==> config.mk <==
export PLATFORM = sky130hd
export DESIGN_NAME = i2c_master_bit_engine
export DESIGN_NICKNAME = d
export VERILOG_FILES = /design/src/design/i2cmbe_pkg.sv /design/src/design/i2c_master_bit_engine.sv /design/src/design/i2cmbe_front.sv /design/src/design/i2cmbe_queue.sv /design/src/design/i2cmbe_back.sv
export SDC_FILE = /design/constraint.sdc
export NUM_CORES = 1
export LEC_CHECK = 0
export BUFFER_PORTS_ARGS = -buffer_cell sky130_fd_sc_hd__clkbuf_2
export CAP_MARGIN = 10
export CORE_ASPECT_RATIO = 1.2
export CORE_MARGIN = 3
export CORE_UTILIZATION = 41
export CTS_BUF_LIST = sky130_fd_sc_hd__clkbuf_4 sky130_fd_sc_hd__clkbuf_8
export CTS_CLUSTER_SIZE = 10
export DETAILED_ROUTE_END_ITERATION = 12
export SLEW_MARGIN = 20
export SYNTH_ARGS = -nofsm -noshare
export SYNTH_HDL_FRONTEND = slang
export SYNTH_SLANG_ARGS = --single-unit
==> constraint.sdc <==
create_clock -name aclk -period 6.9 [get_ports aclk]
set_input_delay 0.345 -clock aclk [delete_from_list [all_inputs] [get_ports aclk]]
set_output_delay 0.345 -clock aclk [all_outputs]
set_load 0.01 [all_outputs]
==> src/design/i2cmbe_pkg.sv <==
package i2cmbe_pkg;

    // Input item kinds
    typedef enum logic [2:0] {
        KIND_TICK      = 3'd0,
        KIND_START     = 3'd1,
        KIND_STOP      = 3'd2,
        KIND_WRITE     = 3'd3,
        KIND_READ_ACK  = 3'd4,
        KIND_READ_BYTE = 3'd5,
        KIND_SEND_ACK  = 3'd6,
        KIND_PROBE     = 3'd7
    } kind_t;

    // Line sequencer phases
    typedef enum logic [4:0] {
        PH_IDLE = 5'd0,
        PH_ST0  = 5'd1,
        PH_ST1  = 5'd2,
        PH_SP0  = 5'd3,
        PH_SP1  = 5'd4,
        PH_SP2  = 5'd5,
        PH_WB0  = 5'd6,
        PH_WB1  = 5'd7,
        PH_WB2  = 5'd8,
        PH_AK0  = 5'd9,
        PH_AK1  = 5'd10,
        PH_AK2  = 5'd11,
        PH_RB0  = 5'd12,
        PH_RB1  = 5'd13,
        PH_RB2  = 5'd14,
        PH_SA0  = 5'd15,
        PH_SA1  = 5'd16,
        PH_SA2  = 5'd17
    } phase_t;

    // Configuration register indexes
    localparam logic [1:0] CFG_BIT_PHASE = 2'd0;
    localparam logic [1:0] CFG_HOLD      = 2'd1;
    localparam logic [1:0] CFG_ACK_WAIT  = 2'd2;

    localparam logic [7:0] BIT_PHASE_RESET = 8'd5;
    localparam logic [7:0] HOLD_RESET      = 8'd8;
    localparam logic [9:0] ACK_WAIT_RESET  = 10'd250;

    localparam logic [3:0] BITS_PER_BYTE = 4'd8;

    typedef struct packed {
        kind_t      kind;
        logic [7:0] tx_byte;
        logic       send_nack;
        logic       sda_level;
    } in_item_t;

    typedef struct packed {
        logic       scl_level;
        logic       sda_out;
        logic       sda_drive;
        logic       done_res;
        logic [7:0] rx_byte;
        logic       got_nack;
        logic       timed_out;
        logic       rejected;
    } out_item_t;

    typedef struct packed {
        logic [7:0] bit_phase_ticks;
        logic [7:0] hold_ticks;
        logic [9:0] ack_wait_limit;
    } cfg_t;

    // Classified item as it sits in the command queue
    typedef struct packed {
        logic       is_cmd;
        kind_t      kind;
        logic [7:0] tx_byte;
        logic       send_nack;
        logic       sda_level;
    } q_entry_t;

    typedef struct packed {
        logic scl;
        logic sda;
        logic drv;
    } lines_t;

endpackage

==> src/design/i2c_master_bit_engine.sv <==
// I2C master line sequencer.
// s_* channel (valid/ready): one transaction per tick or command. A tick carries
//   the sampled SDA level and advances the sequencer one step; a command
//   (start, stop, write, read ack, read byte, send ack, probe) starts a sequence.
// m_* channel (valid/ready): exactly one result per input transaction, in order:
//   SCL/SDA line settings, done flag, received byte, ack status, reject flag.
// cfg_we/cfg_index/cfg_wdata: write-only timing registers (0 bit phase ticks,
//   1 start/stop/ack hold ticks, 2 ack wait limit). Write only while idle.
// Path: the front classifies an accepted transaction into the queue; the
//   sequencer then executes it into the result register that drives m_*.
// Throughput: one transaction per clock while the receiver takes results, with
//   one sequencer step per transaction and the 2-entry queue between front and sequencer.
// Receiver stall: the result register holds; the queue fills, then s_ready
//   drops until the receiver takes a result.
// Reset (aresetn low, synchronous): sequencer idle, SCL high, SDA high and
//   driven, status cleared, timing registers back to 5 / 8 / 250.
module i2c_master_bit_engine import i2cmbe_pkg::*; #(
    parameter int QUEUE_DEPTH = 2
) (
    input  logic      aclk,
    input  logic      aresetn,
    input  logic      s_valid,
    output logic      s_ready,
    input  in_item_t  s_data,
    output logic      m_valid,
    input  logic      m_ready,
    output out_item_t m_data,
    input  logic      cfg_we,
    input  logic [1:0] cfg_index,
    input  logic [9:0] cfg_wdata
);

    cfg_t     cfg_reg;
    logic     q_full, push, pop, q_valid;
    q_entry_t push_data, q_data;

    // Timing registers; index 3 is unused and ignored
    always_ff @(posedge aclk) begin
        if (!aresetn) begin
            cfg_reg.bit_phase_ticks <= BIT_PHASE_RESET;
            cfg_reg.hold_ticks      <= HOLD_RESET;
            cfg_reg.ack_wait_limit  <= ACK_WAIT_RESET;
        end else if (cfg_we) begin
            case (cfg_index)
                CFG_BIT_PHASE: cfg_reg.bit_phase_ticks <= cfg_wdata[7:0];
                CFG_HOLD:      cfg_reg.hold_ticks      <= cfg_wdata[7:0];
                CFG_ACK_WAIT:  cfg_reg.ack_wait_limit  <= cfg_wdata;
                default:       ;
            endcase
        end
    end

    // Front: accept and classify
    i2cmbe_front u_front (
        .s_valid   (s_valid),
        .s_ready   (s_ready),
        .s_data    (s_data),
        .q_full    (q_full),
        .push      (push),
        .push_data (push_data)
    );

    // Short queue so front and sequencer stall independently
    i2cmbe_queue #(
        .DEPTH (QUEUE_DEPTH)
    ) u_queue (
        .aclk      (aclk),
        .aresetn   (aresetn),
        .push      (push),
        .push_data (push_data),
        .full      (q_full),
        .pop       (pop),
        .q_valid   (q_valid),
        .q_data    (q_data)
    );

    // Back: line sequencer plus result register
    i2cmbe_back u_back (
        .aclk    (aclk),
        .aresetn (aresetn),
        .cfg     (cfg_reg),
        .q_valid (q_valid),
        .q_data  (q_data),
        .pop     (pop),
        .m_valid (m_valid),
        .m_ready (m_ready),
        .m_data  (m_data)
    );

endmodule

==> src/design/i2cmbe_front.sv <==
module i2cmbe_front import i2cmbe_pkg::*; (
    input  logic     s_valid,
    output logic     s_ready,
    input  in_item_t s_data,
    input  logic     q_full,
    output logic     push,
    output q_entry_t push_data
);

    assign s_ready = !q_full;
    assign push    = s_valid && s_ready;

    // Ticks only carry the SDA sample; commands carry byte and ack level.
    always_comb begin
        push_data.is_cmd    = (s_data.kind != KIND_TICK);
        push_data.kind      = s_data.kind;
        push_data.tx_byte   = push_data.is_cmd ? s_data.tx_byte : 8'd0;
        push_data.send_nack = push_data.is_cmd ? s_data.send_nack : 1'b0;
        push_data.sda_level = push_data.is_cmd ? 1'b1 : s_data.sda_level;
    end

endmodule

==> src/design/i2cmbe_queue.sv <==
module i2cmbe_queue import i2cmbe_pkg::*; #(
    parameter int DEPTH = 2
) (
    input  logic     aclk,
    input  logic     aresetn,
    input  logic     push,
    input  q_entry_t push_data,
    output logic     full,
    input  logic     pop,
    output logic     q_valid,
    output q_entry_t q_data
);

    localparam int PTR_W = (DEPTH > 1) ? $clog2(DEPTH) : 1;
    localparam int CNT_W = $clog2(DEPTH + 1);
    localparam logic [PTR_W-1:0] LAST = PTR_W'(DEPTH - 1);

    q_entry_t entry_reg [DEPTH];
    logic [PTR_W-1:0] wr_ptr_reg, wr_ptr_next;
    logic [PTR_W-1:0] rd_ptr_reg, rd_ptr_next;
    logic [CNT_W-1:0] count_reg, count_next;
    logic do_push, do_pop;

    assign full    = (count_reg == CNT_W'(DEPTH));
    assign q_valid = (count_reg != '0);
    assign q_data  = entry_reg[rd_ptr_reg];
    assign do_push = push && !full;
    assign do_pop  = pop && q_valid;

    always_comb begin
        wr_ptr_next = wr_ptr_reg;
        rd_ptr_next = rd_ptr_reg;
        count_next  = count_reg;
        if (do_push) begin
            wr_ptr_next = (wr_ptr_reg == LAST) ? '0 : wr_ptr_reg + 1'b1;
        end
        if (do_pop) begin
            rd_ptr_next = (rd_ptr_reg == LAST) ? '0 : rd_ptr_reg + 1'b1;
        end
        if (do_push && !do_pop) begin
            count_next = count_reg + 1'b1;
        end else if (do_pop && !do_push) begin
            count_next = count_reg - 1'b1;
        end
    end

    always_ff @(posedge aclk) begin
        if (!aresetn) begin
            wr_ptr_reg <= '0;
            rd_ptr_reg <= '0;
            count_reg  <= '0;
        end else begin
            wr_ptr_reg <= wr_ptr_next;
            rd_ptr_reg <= rd_ptr_next;
            count_reg  <= count_next;
        end
    end

    always_ff @(posedge aclk) begin
        if (do_push) begin
            entry_reg[wr_ptr_reg] <= push_data;
        end
    end

endmodule

==> src/design/i2cmbe_back.sv <==
module i2cmbe_back import i2cmbe_pkg::*; (
    input  logic      aclk,
    input  logic      aresetn,
    input  cfg_t      cfg,
    input  logic      q_valid,
    input  q_entry_t  q_data,
    output logic      pop,
    output logic      m_valid,
    input  logic      m_ready,
    output out_item_t m_data
);

    phase_t     phase_reg, phase_next;
    kind_t      active_reg, active_next;
    logic [3:0] bit_count_reg, bit_count_next;
    logic [7:0] shift_reg, shift_next;
    logic [7:0] tick_count_reg, tick_count_next;
    logic [9:0] wait_count_reg, wait_count_next;
    lines_t     lines_reg, lines_next;
    logic [1:0] status_reg, status_next;
    logic       m_valid_reg;
    out_item_t  m_data_reg, m_data_next;

    logic       fire;
    logic       do_enter, do_finish, do_reject, do_start;
    logic       do_timeout, do_wait_inc, do_tick_inc;
    logic       do_shift_wr, do_shift_rd, do_bc_inc, do_bc_clr;
    logic [7:0] len_sel, step_len;
    logic       reach;
    logic [3:0] bc_inc;
    logic       byte_done;

    function automatic lines_t lines_of(phase_t p, logic [7:0] sh);
        lines_t l;
        l = '{scl: 1'b1, sda: 1'b1, drv: 1'b1};
        case (p)
            PH_ST0:  l = '{scl: 1'b1, sda: 1'b1,  drv: 1'b1};
            PH_ST1:  l = '{scl: 1'b1, sda: 1'b0,  drv: 1'b1};
            PH_SP0:  l = '{scl: 1'b0, sda: 1'b0,  drv: 1'b1};
            PH_SP1:  l = '{scl: 1'b1, sda: 1'b0,  drv: 1'b1};
            PH_SP2:  l = '{scl: 1'b1, sda: 1'b1,  drv: 1'b1};
            PH_WB0:  l = '{scl: 1'b0, sda: sh[7], drv: 1'b1};
            PH_WB1:  l = '{scl: 1'b1, sda: sh[7], drv: 1'b1};
            PH_WB2:  l = '{scl: 1'b0, sda: sh[7], drv: 1'b1};
            PH_AK0:  l = '{scl: 1'b0, sda: 1'b1,  drv: 1'b0};
            PH_AK1:  l = '{scl: 1'b1, sda: 1'b1,  drv: 1'b0};
            PH_AK2:  l = '{scl: 1'b1, sda: 1'b1,  drv: 1'b0};
            PH_RB0:  l = '{scl: 1'b0, sda: 1'b1,  drv: 1'b0};
            PH_RB1:  l = '{scl: 1'b1, sda: 1'b1,  drv: 1'b0};
            PH_RB2:  l = '{scl: 1'b0, sda: 1'b1,  drv: 1'b0};
            PH_SA0:  l = '{scl: 1'b0, sda: sh[0], drv: 1'b1};
            PH_SA1:  l = '{scl: 1'b1, sda: sh[0], drv: 1'b1};
            PH_SA2:  l = '{scl: 1'b0, sda: sh[0], drv: 1'b1};
            default: l = '{scl: 1'b1, sda: 1'b1,  drv: 1'b1};
        endcase
        return l;
    endfunction

    // One queued transaction per cycle whenever the output slot frees up
    assign fire    = q_valid && (!m_valid_reg || m_ready);
    assign pop     = fire;
    assign m_valid = m_valid_reg;
    assign m_data  = m_data_reg;

    // Data bit phases use the bit timing, everything else the hold timing
    assign len_sel = (phase_reg == PH_WB0 || phase_reg == PH_WB1 || phase_reg == PH_WB2 ||
                      phase_reg == PH_RB0 || phase_reg == PH_RB1 || phase_reg == PH_RB2)
                     ? cfg.bit_phase_ticks : cfg.hold_ticks;
    assign step_len  = (len_sel == 8'd0) ? 8'd1 : len_sel;
    assign reach     = ({1'b0, tick_count_reg} + 9'd1) >= {1'b0, step_len};
    assign bc_inc    = bit_count_reg + 4'd1;
    assign byte_done = (bc_inc >= BITS_PER_BYTE);

    // Next phase and step decisions
    always_comb begin
        phase_next  = phase_reg;
        do_enter    = 1'b0;
        do_finish   = 1'b0;
        do_reject   = 1'b0;
        do_start    = 1'b0;
        do_timeout  = 1'b0;
        do_wait_inc = 1'b0;
        do_tick_inc = 1'b0;
        do_shift_wr = 1'b0;
        do_shift_rd = 1'b0;
        do_bc_inc   = 1'b0;
        do_bc_clr   = 1'b0;
        if (q_data.is_cmd) begin
            if (phase_reg != PH_IDLE) begin
                do_reject = 1'b1;
            end else begin
                do_start = 1'b1;
                do_enter = 1'b1;
                case (q_data.kind)
                    KIND_START:     phase_next = PH_ST0;
                    KIND_STOP:      phase_next = PH_SP0;
                    KIND_WRITE:     phase_next = PH_WB0;
                    KIND_READ_ACK:  phase_next = PH_AK0;
                    KIND_READ_BYTE: phase_next = PH_RB0;
                    KIND_SEND_ACK:  phase_next = PH_SA0;
                    KIND_PROBE:     phase_next = PH_ST0;
                    default:        phase_next = PH_IDLE;
                endcase
            end
        end else if (phase_reg == PH_AK2) begin
            if (!q_data.sda_level) begin
                if (active_reg == KIND_PROBE) begin
                    phase_next = PH_SP0;
                    do_enter   = 1'b1;
                end else begin
                    do_finish = 1'b1;
                end
            end else if (wait_count_reg >= cfg.ack_wait_limit) begin
                phase_next = PH_SP0;
                do_enter   = 1'b1;
                do_timeout = 1'b1;
            end else begin
                do_wait_inc = 1'b1;
            end
        end else if (phase_reg != PH_IDLE) begin
            do_tick_inc = 1'b1;
            if (reach) begin
                do_enter = 1'b1;
                case (phase_reg)
                    PH_ST0: phase_next = PH_ST1;
                    PH_ST1: begin
                        if (active_reg == KIND_PROBE) begin
                            do_bc_clr  = 1'b1;
                            phase_next = PH_WB0;
                        end else begin
                            do_enter  = 1'b0;
                            do_finish = 1'b1;
                        end
                    end
                    PH_SP0: phase_next = PH_SP1;
                    PH_SP1: phase_next = PH_SP2;
                    PH_WB0: phase_next = PH_WB1;
                    PH_WB1: phase_next = PH_WB2;
                    PH_WB2: begin
                        do_shift_wr = 1'b1;
                        do_bc_inc   = 1'b1;
                        if (!byte_done) begin
                            phase_next = PH_WB0;
                        end else if (active_reg == KIND_PROBE) begin
                            phase_next = PH_AK0;
                        end else begin
                            do_enter  = 1'b0;
                            do_finish = 1'b1;
                        end
                    end
                    PH_AK0: phase_next = PH_AK1;
                    PH_AK1: phase_next = PH_AK2;
                    PH_RB0: phase_next = PH_RB1;
                    PH_RB1: begin
                        do_shift_rd = 1'b1;
                        phase_next  = PH_RB2;
                    end
                    PH_RB2: begin
                        do_bc_inc = 1'b1;
                        if (byte_done) begin
                            do_enter  = 1'b0;
                            do_finish = 1'b1;
                        end else begin
                            phase_next = PH_RB0;
                        end
                    end
                    PH_SA0: phase_next = PH_SA1;
                    PH_SA1: phase_next = PH_SA2;
                    default: begin
                        // stop and send-ack both end on their last phase
                        do_enter  = 1'b0;
                        do_finish = 1'b1;
                    end
                endcase
            end
        end
        if (do_finish) begin
            phase_next = PH_IDLE;
        end
    end

    // Datapath and result
    always_comb begin
        active_next     = active_reg;
        bit_count_next  = bit_count_reg;
        shift_next      = shift_reg;
        tick_count_next = tick_count_reg;
        wait_count_next = wait_count_reg;
        lines_next      = lines_reg;
        status_next     = status_reg;

        if (do_start) begin
            active_next    = q_data.kind;
            bit_count_next = 4'd0;
            case (q_data.kind)
                KIND_WRITE:     shift_next = q_data.tx_byte;
                KIND_PROBE:     shift_next = q_data.tx_byte;
                KIND_READ_BYTE: shift_next = 8'd0;
                KIND_SEND_ACK:  shift_next = {7'd0, q_data.send_nack};
                default:        shift_next = shift_reg;
            endcase
            if (q_data.kind == KIND_PROBE) begin
                status_next = 2'b00;
            end
        end
        if (do_bc_clr) begin
            bit_count_next = 4'd0;
        end
        if (do_bc_inc) begin
            bit_count_next = bc_inc;
        end
        if (do_shift_wr) begin
            shift_next = {shift_reg[6:0], 1'b0};
        end
        if (do_shift_rd) begin
            shift_next = {shift_reg[6:0], q_data.sda_level};
        end
        if (do_tick_inc) begin
            tick_count_next = tick_count_reg + 8'd1;
        end
        if (do_enter || do_finish) begin
            tick_count_next = 8'd0;
        end
        if (do_wait_inc) begin
            wait_count_next = wait_count_reg + 10'd1;
        end
        if (do_enter && phase_next == PH_AK2) begin
            wait_count_next = 10'd0;
        end
        if (do_enter && phase_next == PH_AK0) begin
            status_next = 2'b00;
        end
        if (do_timeout) begin
            status_next = 2'b11;
        end

        if (do_enter) begin
            lines_next = lines_of(phase_next, shift_next);
        end else if (do_finish && phase_reg == PH_ST1) begin
            lines_next = '{scl: 1'b0, sda: 1'b0, drv: 1'b1};
        end else if (do_finish && phase_reg == PH_AK2) begin
            lines_next = '{scl: 1'b0, sda: 1'b1, drv: 1'b0};
        end

        m_data_next.scl_level = lines_next.scl;
        m_data_next.sda_out   = lines_next.sda;
        m_data_next.sda_drive = lines_next.drv;
        m_data_next.done_res  = do_finish;
        m_data_next.rx_byte   = (do_finish && active_reg == KIND_READ_BYTE) ? shift_reg : 8'd0;
        m_data_next.got_nack  = status_next[0];
        m_data_next.timed_out = status_next[1];
        m_data_next.rejected  = do_reject;
    end

    always_ff @(posedge aclk) begin
        if (!aresetn) begin
            phase_reg      <= PH_IDLE;
            active_reg     <= KIND_TICK;
            bit_count_reg  <= 4'd0;
            shift_reg      <= 8'd0;
            tick_count_reg <= 8'd0;
            wait_count_reg <= 10'd0;
            lines_reg      <= '{scl: 1'b1, sda: 1'b1, drv: 1'b1};
            status_reg     <= 2'b00;
            m_valid_reg    <= 1'b0;
        end else begin
            if (fire) begin
                phase_reg      <= phase_next;
                active_reg     <= active_next;
                bit_count_reg  <= bit_count_next;
                shift_reg      <= shift_next;
                tick_count_reg <= tick_count_next;
                wait_count_reg <= wait_count_next;
                lines_reg      <= lines_next;
                status_reg     <= status_next;
                m_valid_reg    <= 1'b1;
            end else if (m_ready) begin
                m_valid_reg <= 1'b0;
            end
        end
    end

    always_ff @(posedge aclk) begin
        if (fire) begin
            m_data_reg <= m_data_next;
        end
    end

endmodule
Word-level counts from Yosys, hierarchy flattened
Memories as Yosys holds them, arrays and structs flattened. A register that Yosys moved wholly into a read port is not among the register bits.
Cells that the tools add are included.
{ "op_classes": {"add_sub_neg": 8, "n_lt_le_gt_ge": 3, "n_eq_ne": 42, "n_mux": 100, "reduce_logical": 51} }
{ "ops": {"columns": ["op", "count"], "rows": [
  ["equality test 5 x 4 -> 1 bit, second input constant", 16],
  ["case mux 5 bit (14 select lines)", 1],
  ["2-to-1 mux 5 bit", 13],
  ["2-to-1 mux 8 bit", 8],
  ["2-to-1 mux 1 bit", 59],
  ["equality test 5 x 3 -> 1 bit, second input constant", 6],
  ["case mux 3 bit (8 select lines)", 1],
  ["case mux 4 bit (6 select lines)", 1],
  ["case mux 8 bit (3 select lines)", 1],
  ["equality test 5 x 2 -> 1 bit, second input constant", 4],
  ["2-to-1 mux 10 bit", 2],
  ["equality test 3 bit, second input constant", 6],
  ["equality test 5 bit, second input constant", 3],
  ["AND reduction 2 bit", 7],
  ["2-to-1 mux 2 bit", 6],
  ["2-to-1 mux 4 bit", 3],
  ["OR reduction 2 bit", 6],
  ["logical AND 1 bit", 11],
  ["OR reduction 11 bit", 1],
  ["adder 10 x 1 -> 10 bit, second input constant", 1],
  [">= comparator 10 bit", 1],
  ["nonzero test 2 bit", 5],
  ["nonzero test 5 bit", 2],
  ["adder 8 x 1 -> 9 bit, second input constant", 1],
  ["other kinds (21)", 39]
]} }
{ "word_totals": {"register_bits": 89, "mem_bits_rw": 28, "in_bits": 30, "out_inout_bits": 17, "word_cells": 231, "mem_count": 1} }
{ "memory_table": {"columns": ["name", "depth", "word_bits", "rd", "rd_ports_with_merged_regs", "wr", "line_no", "source"], "rows": [
  ["u_queue.entry_reg", 2, 14, 1, 1, 1, "i2cmbe_queue.sv:18", "q_entry_t entry_reg [DEPTH];"]
]} }

Logic depth before layout (Yosys ltp)
Gate-level depths: netlist (run 1).
{ "depth": {"word_depth": 19, "ltp_mapped": 19, "mapped_depth_nobuf": 18} }

Hierarchy
Synthesis (run 1) repeated with hierarchy kept, for this count alone.
{ "unflattened": {"hier_cells": 695, "area_unflattened_um2": 6712.7} }
{ "modules_own_cells": {"columns": ["module", "instances", "cells_per_inst", "area_per_inst_um2", "seq_area_each_um2"], "rows": [
  ["i2cmbe_back", 1, 498, 4225.3, 1331.3],
  ["i2cmbe_queue", 1, 68, 1239.9, 940.9],
  ["i2c_master_bit_engine", 1, 110, 1097.3, 520.5],
  ["i2cmbe_front", 1, 19, 150.1, 0.0]
]} }

Least setup slack after synthesis (run 1)
No wires, ideal clock.
{ "synth_timing": {"kind": "register to register", "startpoint": "reg u_back.phase_reg[2]", "endpoint": "reg u_back.m_data_reg (netlist bit u_back.m_data[13]) (data pin)", "setup_ns": 0.262, "arrival_ns": 4.607, "required_ns": 6.638, "path_slack_ns": 2.031, "stages_incl_launch_ff": 19, "path_buffers": 2, "period_less_slack_ns": 4.869, "path_cell_list": "dfxtp_1 buf_4 buf_4 nand2_1 a2111oi_2 mux2i_1 nand4_1 o21ai_0 ha_1 nand2b_1 a211o_1 a211o_4 nand2_1 mux2_2 and4bb_1 nor2_1 a31o_1 a211oi_2 a21oi_1"} }
{ "synth_rtl": {"columns": ["element", "line_no", "source"], "rows": [
  ["start: declaration", "i2cmbe_back.sv:13", "phase_t phase_reg, phase_next;"],
  ["start signal: assignment", "i2cmbe_back.sv:268", "phase_reg <= phase_next;"],
  ["end signal: assignment", "i2cmbe_back.sv:285", "m_data_reg <= m_data_next;"],
  ["end: declaration", "i2cmbe_back.sv:22", "out_item_t m_data_reg, m_data_next;"]
]} }

==> flow_metrics.env, run 1 <==
export IMPL_root_buffer="clkbuf_8"
export IMPL_start_util_pct=42.2
export IMPL_clock_latency_ns=0.44
export IMPL_wl_per_cell_um=16.0
export IMPL_grtUsageMet3_pct=3.63
export IMPL_dieArea_um2=17700
export IMPL_synth_top_cell_by_area="dfxtp_1"
export IMPL_p_comb_share_pct=41.8
export IMPL_p_leak_nw=2.96
export IMPL_multiInputGateArea_um2=3560
export IMPL_fillerInstances=1493
export IMPL_ys_seq_area_share_pct=42.1
export IMPL_power_density_nw_per_um2=391
export IMPL_sequentialPowerShare_pct=34.1
export IMPL_synthesis_area_um2=6630
export IMPL_antenna_cells=0
export IMPL_top_usage_layer="met2"
export IMPL_min_from="s_data[12]"
export IMPL_switchingPower_mw=1.16
export IMPL_grt_overflow=0
export IMPL_async_reset_ff_share_pct=0
export IMPL_tightest_slew_ns=0.975
export IMPL_cts_hold_buf=0
export IMPL_r2r_start="u_back.phase_reg[2]"
export IMPL_syn_inst=682
export IMPL_synthFlopType="dfxtp_1"
export IMPL_relSlewSlack_pct=35.0
export IMPL_rows=50
export IMPL_chipHeight_um=145
export IMPL_yosys_warnings=0
export IMPL_hpwl_mm=11.1
export IMPL_power_frac_clock_pct=24.1
export IMPL_fin_util_pct=47.3
export IMPL_final_nets=768
export IMPL_via_per_inst=5.42
export IMPL_synth_most_common_cell="dfxtp_1"
export IMPL_first_pass_iters=5
export IMPL_clock_skew_ns=0.0114
export IMPL_io_pins=47
export IMPL_syn2layout_area_growth_pct=11.9
export IMPL_synth_edf_count=43
export IMPL_swShare_pct=39.9
export IMPL_synth_area_leaders="dfxtp_1 (23%), edfxtp_1 (19%), mux2i_1 (6.3%)"
export IMPL_finalHoldViolCount=0
export IMPL_maxCapViolations=0
export IMPL_drc=0
export IMPL_period_needed_ns=5.28
export IMPL_cts_setup_buffers=0
export IMPL_seqCellArea_um2=2790
export IMPL_end_kind="register"
export IMPL_synth_seq_cells=118
export IMPL_status="complete, no violations"
export IMPL_drive_above_1_share_pct=18.0
export IMPL_cpPeakStageDelay_ns=0.86
export IMPL_clk_path_buf_depth=2
export IMPL_cts_made_buffers=17
export IMPL_yosys_top_cells_count="dfxtp_1 (75), nand2_1 (73), nor2_1 (46), edfxtp_1 (43), mux2i_1 (42)"
export IMPL_met1_usage_pct=21.3
export IMPL_worstHoldPathType="input pin to register"
export IMPL_antenna_found_initial=0
export IMPL_grt_pass1_wl_mm=24.9
export IMPL_cp_top_family="compound AO/OA/AOI/OAI gates"
export IMPL_path_clk_slew_ns=0.07
export IMPL_htree_levels=4
export IMPL_vdd_drop_max_mv=0.264
export IMPL_grtUsageTotal_pct=17.6
export IMPL_max_freq_mhz=190
export IMPL_crit_start="u_back.phase_reg[2]"
export IMPL_rsz0062_at_grt="no"
export IMPL_tns_ns=0
export IMPL_critPathLaunchType="register"
export IMPL_crit_required_ns=7.09
export IMPL_syn_area_per_cell_um2=9.72
export IMPL_post_route_period_util_pct=76.5
export IMPL_setup_viol=0
export IMPL_num_vias=5076
export IMPL_synth_net_count=734
export IMPL_synth_top_area_share_pct=22.6
export IMPL_crit_type="register to register"
export IMPL_path_cells="and2b_1, a2111oi_2, buf_4, mux2i_1, nand4_1, o21ai_0, ha_1, nand2b_1, a211o_1, a211oi_4, nor4b_4, nor2_2, o211ai_4, maj3_2, nor4_2, a211oi_1, or2_1"
export IMPL_grt_use_met2_pct=30.1
export IMPL_p_int_mw=1.75
export IMPL_slew_viol_final=0
export IMPL_critPathBufInv=1
export IMPL_drtIter0Drc=298
export IMPL_crit_arrival_ns=5.47
export IMPL_grt_start_max_net_pins=55
export IMPL_drt_wl_total_mm=15.0
export IMPL_fp_coreArea_um2=15700
export IMPL_dieWidth_um=122
export IMPL_grt_pass1_vias=5070
export IMPL_finalWeightedCongestion=0.898
export IMPL_port_buffers=46
export IMPL_largest_register_ffs=28
export IMPL_synthDistinctLibCells=86
export IMPL_critical_path_max_fanout=24
export IMPL_critPathSlowestCell="dfxtp_1"
export IMPL_cts_repair_resized=0
export IMPL_clock_sinks=118
export IMPL_final_antenna_net_count=0
export IMPL_cts_tree="done"
==> power groups by stage <==
| stage | clock network [mW] | registers (mW) | logic [mW] |
|---|---|---|---|
| after CTS | 0.716 | 0.991 | 1.22 |
| after global placement | 0 | 1.00 | 1.19 |
| after detailed placement | 0 | 1.01 | 1.21 |
| after global routing | 0.750 | 1.01 | 1.35 |
| after floorplan | 0 | 0.957 | 0.990 |
| final | 0.699 | 0.990 | 1.22 |
==> path summary, 6_finish.rpt <==
kind / endpoint / slack [ns] / cells past startpoint
worst max-delay path: u_back.m_data[14] / 1.62 / 17
worst min-delay path: u_queue.entry_reg[0][12] / 0.12 / 1
worst max register to register: u_back.m_data[14] / 1.62 / 17
worst min register to register: cfg_reg[0] / 0.48 / 2
==> stage by stage <==
stage	setup slack, ns	hold WS (ns)	total power [mW]	area [um2]	cells
final	1.62	0.120	2.90	7420	937
after floorplan	2.03	0.436	1.95	6630	682
after global routing	1.21	0.103	3.11	7420	937
after detailed placement	1.65	0.467	2.22	6980	905
after global placement	1.86	0.455	2.19	6970	905
after CTS	1.62	0.0905	2.92	7420	937
==> routing by layer <==
layer / vias up / wire, um
met5: - / 0
met4: 0 / 389
met3: 28 / 450
met2: 93 / 7650
met1: 2415 / 6470
li1: 2540 / -
==> cell usage in the layout (no fill, tap or decap), types with 10 or more instances in the layout <==
master	instances
nor2_1	46
nand2_1	73
ha_1	22
inv_1	21
clkbuf_2	46
nand3_1	14
and2_1	15
mux2i_1	42
edfxtp_1	43
xor2_1	13
and3_1	13
dfxtp_1	75
a21boi_0	10
a21oi_1	28
clkbuf_8	18
xnor2_1	11
o21ai_0	25
o211ai_1	16
nor2b_1	31
==> cell families after synthesis <==
group,synth area share [%]
AND/OR/NAND/NOR,22.4
AO/OA/AOI/OAI,16.1
flip-flops,42.1
buffers and inverters,4.19
multiplexers,7.74
XOR/XNOR,3.17
adder cells (fa/ha/maj),4.32
==> final cells by class <==
class,instances,share of cell area (%)
inverter,24,1.21
clock inverter,14,2.68
timing repair buffer,51,3.61
sequential,118,37.6
tap,208,3.51
multi-input combinational,504,48.0
clock buffer,18,3.34
(Power assumes the default switching activity.)
==> run 2, diff against run 1 <==
- clock period: 6.9 -> 4.5 ns (I/O delays scaled with it)
==> flow_metrics.env, run 2 (synthesis results as in run 1) <==
export IMPL_min_from="cfg_wdata[2]"
export IMPL_dieArea_um2=17700
export IMPL_p_comb_share_pct=47.3
export IMPL_crit_required_ns=4.68
export IMPL_via_per_inst=5.38
export IMPL_start_util_pct=42.2
export IMPL_final_nets=794
export IMPL_relSlewSlack_pct=27.9
export IMPL_dp_cells=921
export IMPL_drive_above_1_share_pct=22.5
export IMPL_grt_overflow=0
export IMPL_critical_path_max_fanout=8
export IMPL_syn2layout_area_growth_pct=17.1
export IMPL_grtUsageTotal_pct=18.3
export IMPL_p_leak_nw=3.12
export IMPL_hpwl_mm=11.3
export IMPL_fillerInstances=1464
export IMPL_vdd_drop_max_mv=0.460
export IMPL_clock_skew_ns=0.00911
export IMPL_clock_latency_ns=0.44
export IMPL_largest_register_ffs=28
export IMPL_chipHeight_um=145
export IMPL_grt_pass1_vias=5195
export IMPL_grt_pass1_wl_mm=25.8
export IMPL_hold_depth=3
export IMPL_power_frac_clock_pct=22.0
export IMPL_stdcell_count=963
export IMPL_power_total_mw=4.71
export IMPL_antenna_found_initial=0
export IMPL_crit_type="register to register"
export IMPL_port_buffers=46
export IMPL_power_density_nw_per_um2=607
export IMPL_dieWidth_um=122
export IMPL_clk_path_buf_depth=2
export IMPL_final_cell_mix="nand2_1 (72), dfxtp_1 (72), clkbuf_2 (46), nor2_1 (45), edfxtp_1 (43)"
export IMPL_htree_levels=4
export IMPL_finalWeightedCongestion=0.883
export IMPL_slew_viol_final=0
export IMPL_drtIter0Drc=323
export IMPL_dp_slack_ns=0.0208
export IMPL_rows=50
export IMPL_first_pass_iters=4
export IMPL_final_antenna_net_count=0
export IMPL_crit_start="u_back.phase_reg[3]"
export IMPL_sequentialPowerShare_pct=30.7
export IMPL_finalHoldViolCount=0
export IMPL_antenna_cells=0
export IMPL_worstHoldPathType="input pin to register"
export IMPL_drc=0
export IMPL_end_kind="register"
export IMPL_critPathLaunchType="register"
export IMPL_tightest_slew_ns=1.08
export IMPL_switchingPower_mw=1.88
export IMPL_cts_tree="done"
export IMPL_root_buffer="clkbuf_8"
export IMPL_wl_per_cell_um=16.1
export IMPL_period_needed_ns=4.33
export IMPL_fp_coreArea_um2=15700
export IMPL_io_pins=47
export IMPL_status="complete, no violations"
export IMPL_reg2reg_depth=19
export IMPL_crit_arrival_ns=4.51
export IMPL_grt_start_max_net_pins=55
export IMPL_clock_sinks=118
export IMPL_drt_wl_total_mm=15.5
export IMPL_p_int_mw=2.83
export IMPL_post_route_period_util_pct=96.1
export IMPL_fin_util_pct=49.4
export IMPL_r2r_start="u_back.phase_reg[3]"
export IMPL_setup_viol=0
export IMPL_tns_ns=0
export IMPL_maxCapViolations=0
export IMPL_swShare_pct=39.9
export IMPL_num_vias=5180
export IMPL_cts_made_buffers=17
export IMPL_path_clk_slew_ns=0.07
export IMPL_max_freq_mhz=231
export IMPL_fin_ws_ns=0.175
==> run 2: worst paths after layout <==
kind / to / slack, ns
min: cfg_reg[20] / 0.05
max reg2reg: u_back.m_data[13] / 0.17
max: u_back.m_data[13] / 0.17
min reg2reg: u_back.lines_reg[0] / 0.48
==> run 2: power by group through the flow <==
stage                     sequential (mW)  clock, mW  combinational, mW
after floorplan                      1.47          0               1.54
after global placement               1.46          0               2.00
after detailed placement             1.47          0               2.04
after CTS                            1.45       1.07               2.06
after global routing                 1.47       1.12               2.44
final                                1.45       1.04               2.23
==> run 2: per-layer routing <==
layer  global-route usage [%]  vias to the layer above  wire length, um
met1                     21.9                     2455             6640
met3                     4.60                       21              571
met5                        0                        -                0
met4                     6.61                        0              288
li1                         -                     2610                -
met2                     31.4                       94             8010
==> run 2: area by class of cell <==
class | instances | area [um2] | share of cell area (%)
repair buffers | 77 | 479 | 6.17
flip-flops and latches | 118 | 2800 | 36.0
clock buffers | 19 | 262 | 3.37
clock inverters | 13 | 168 | 2.16
well taps | 208 | 260 | 3.35
multi-input cells | 504 | 3710 | 47.8
inverters | 24 | 90.1 | 1.16
==> run 2: repair_timing <==
item,4_1_cts,5_1_grt
buffers inserted,0,5
endpoints found under the setup margin,0,26
gates resized for setup,0,27
hold endpoints to repair,8,0
hold buffers,5,0
==> run 2: worst max-delay path, cell delays in order, from the launching register on <==
cell and delay, ns:
dfxtp_2 0.34, nand2_2 0.08, nand2_1 0.08, a2111oi_4 0.31, buf_6 0.25, mux2i_4 0.27, nand3_1 0.10, o21ai_1 0.14
ha_1 0.23, nand2b_1 0.14, a211o_1 0.31, a211o_4 0.40, o211ai_1 0.17, buf_4 0.19, nand4_4 0.16, and4bb_1 0.35
nor2_1 0.05, a31o_1 0.18, a211oi_2 0.25, a21oi_1 0.07
==> run 2: stage by stage <==
stage	area, um2	hold WS [ns]
global placement	7110	0.429
floorplan	6650	0.324
global route	7760	0.0219
finish	7760	0.0481
CTS	7600	0.0120
detailed placement	7120	0.447
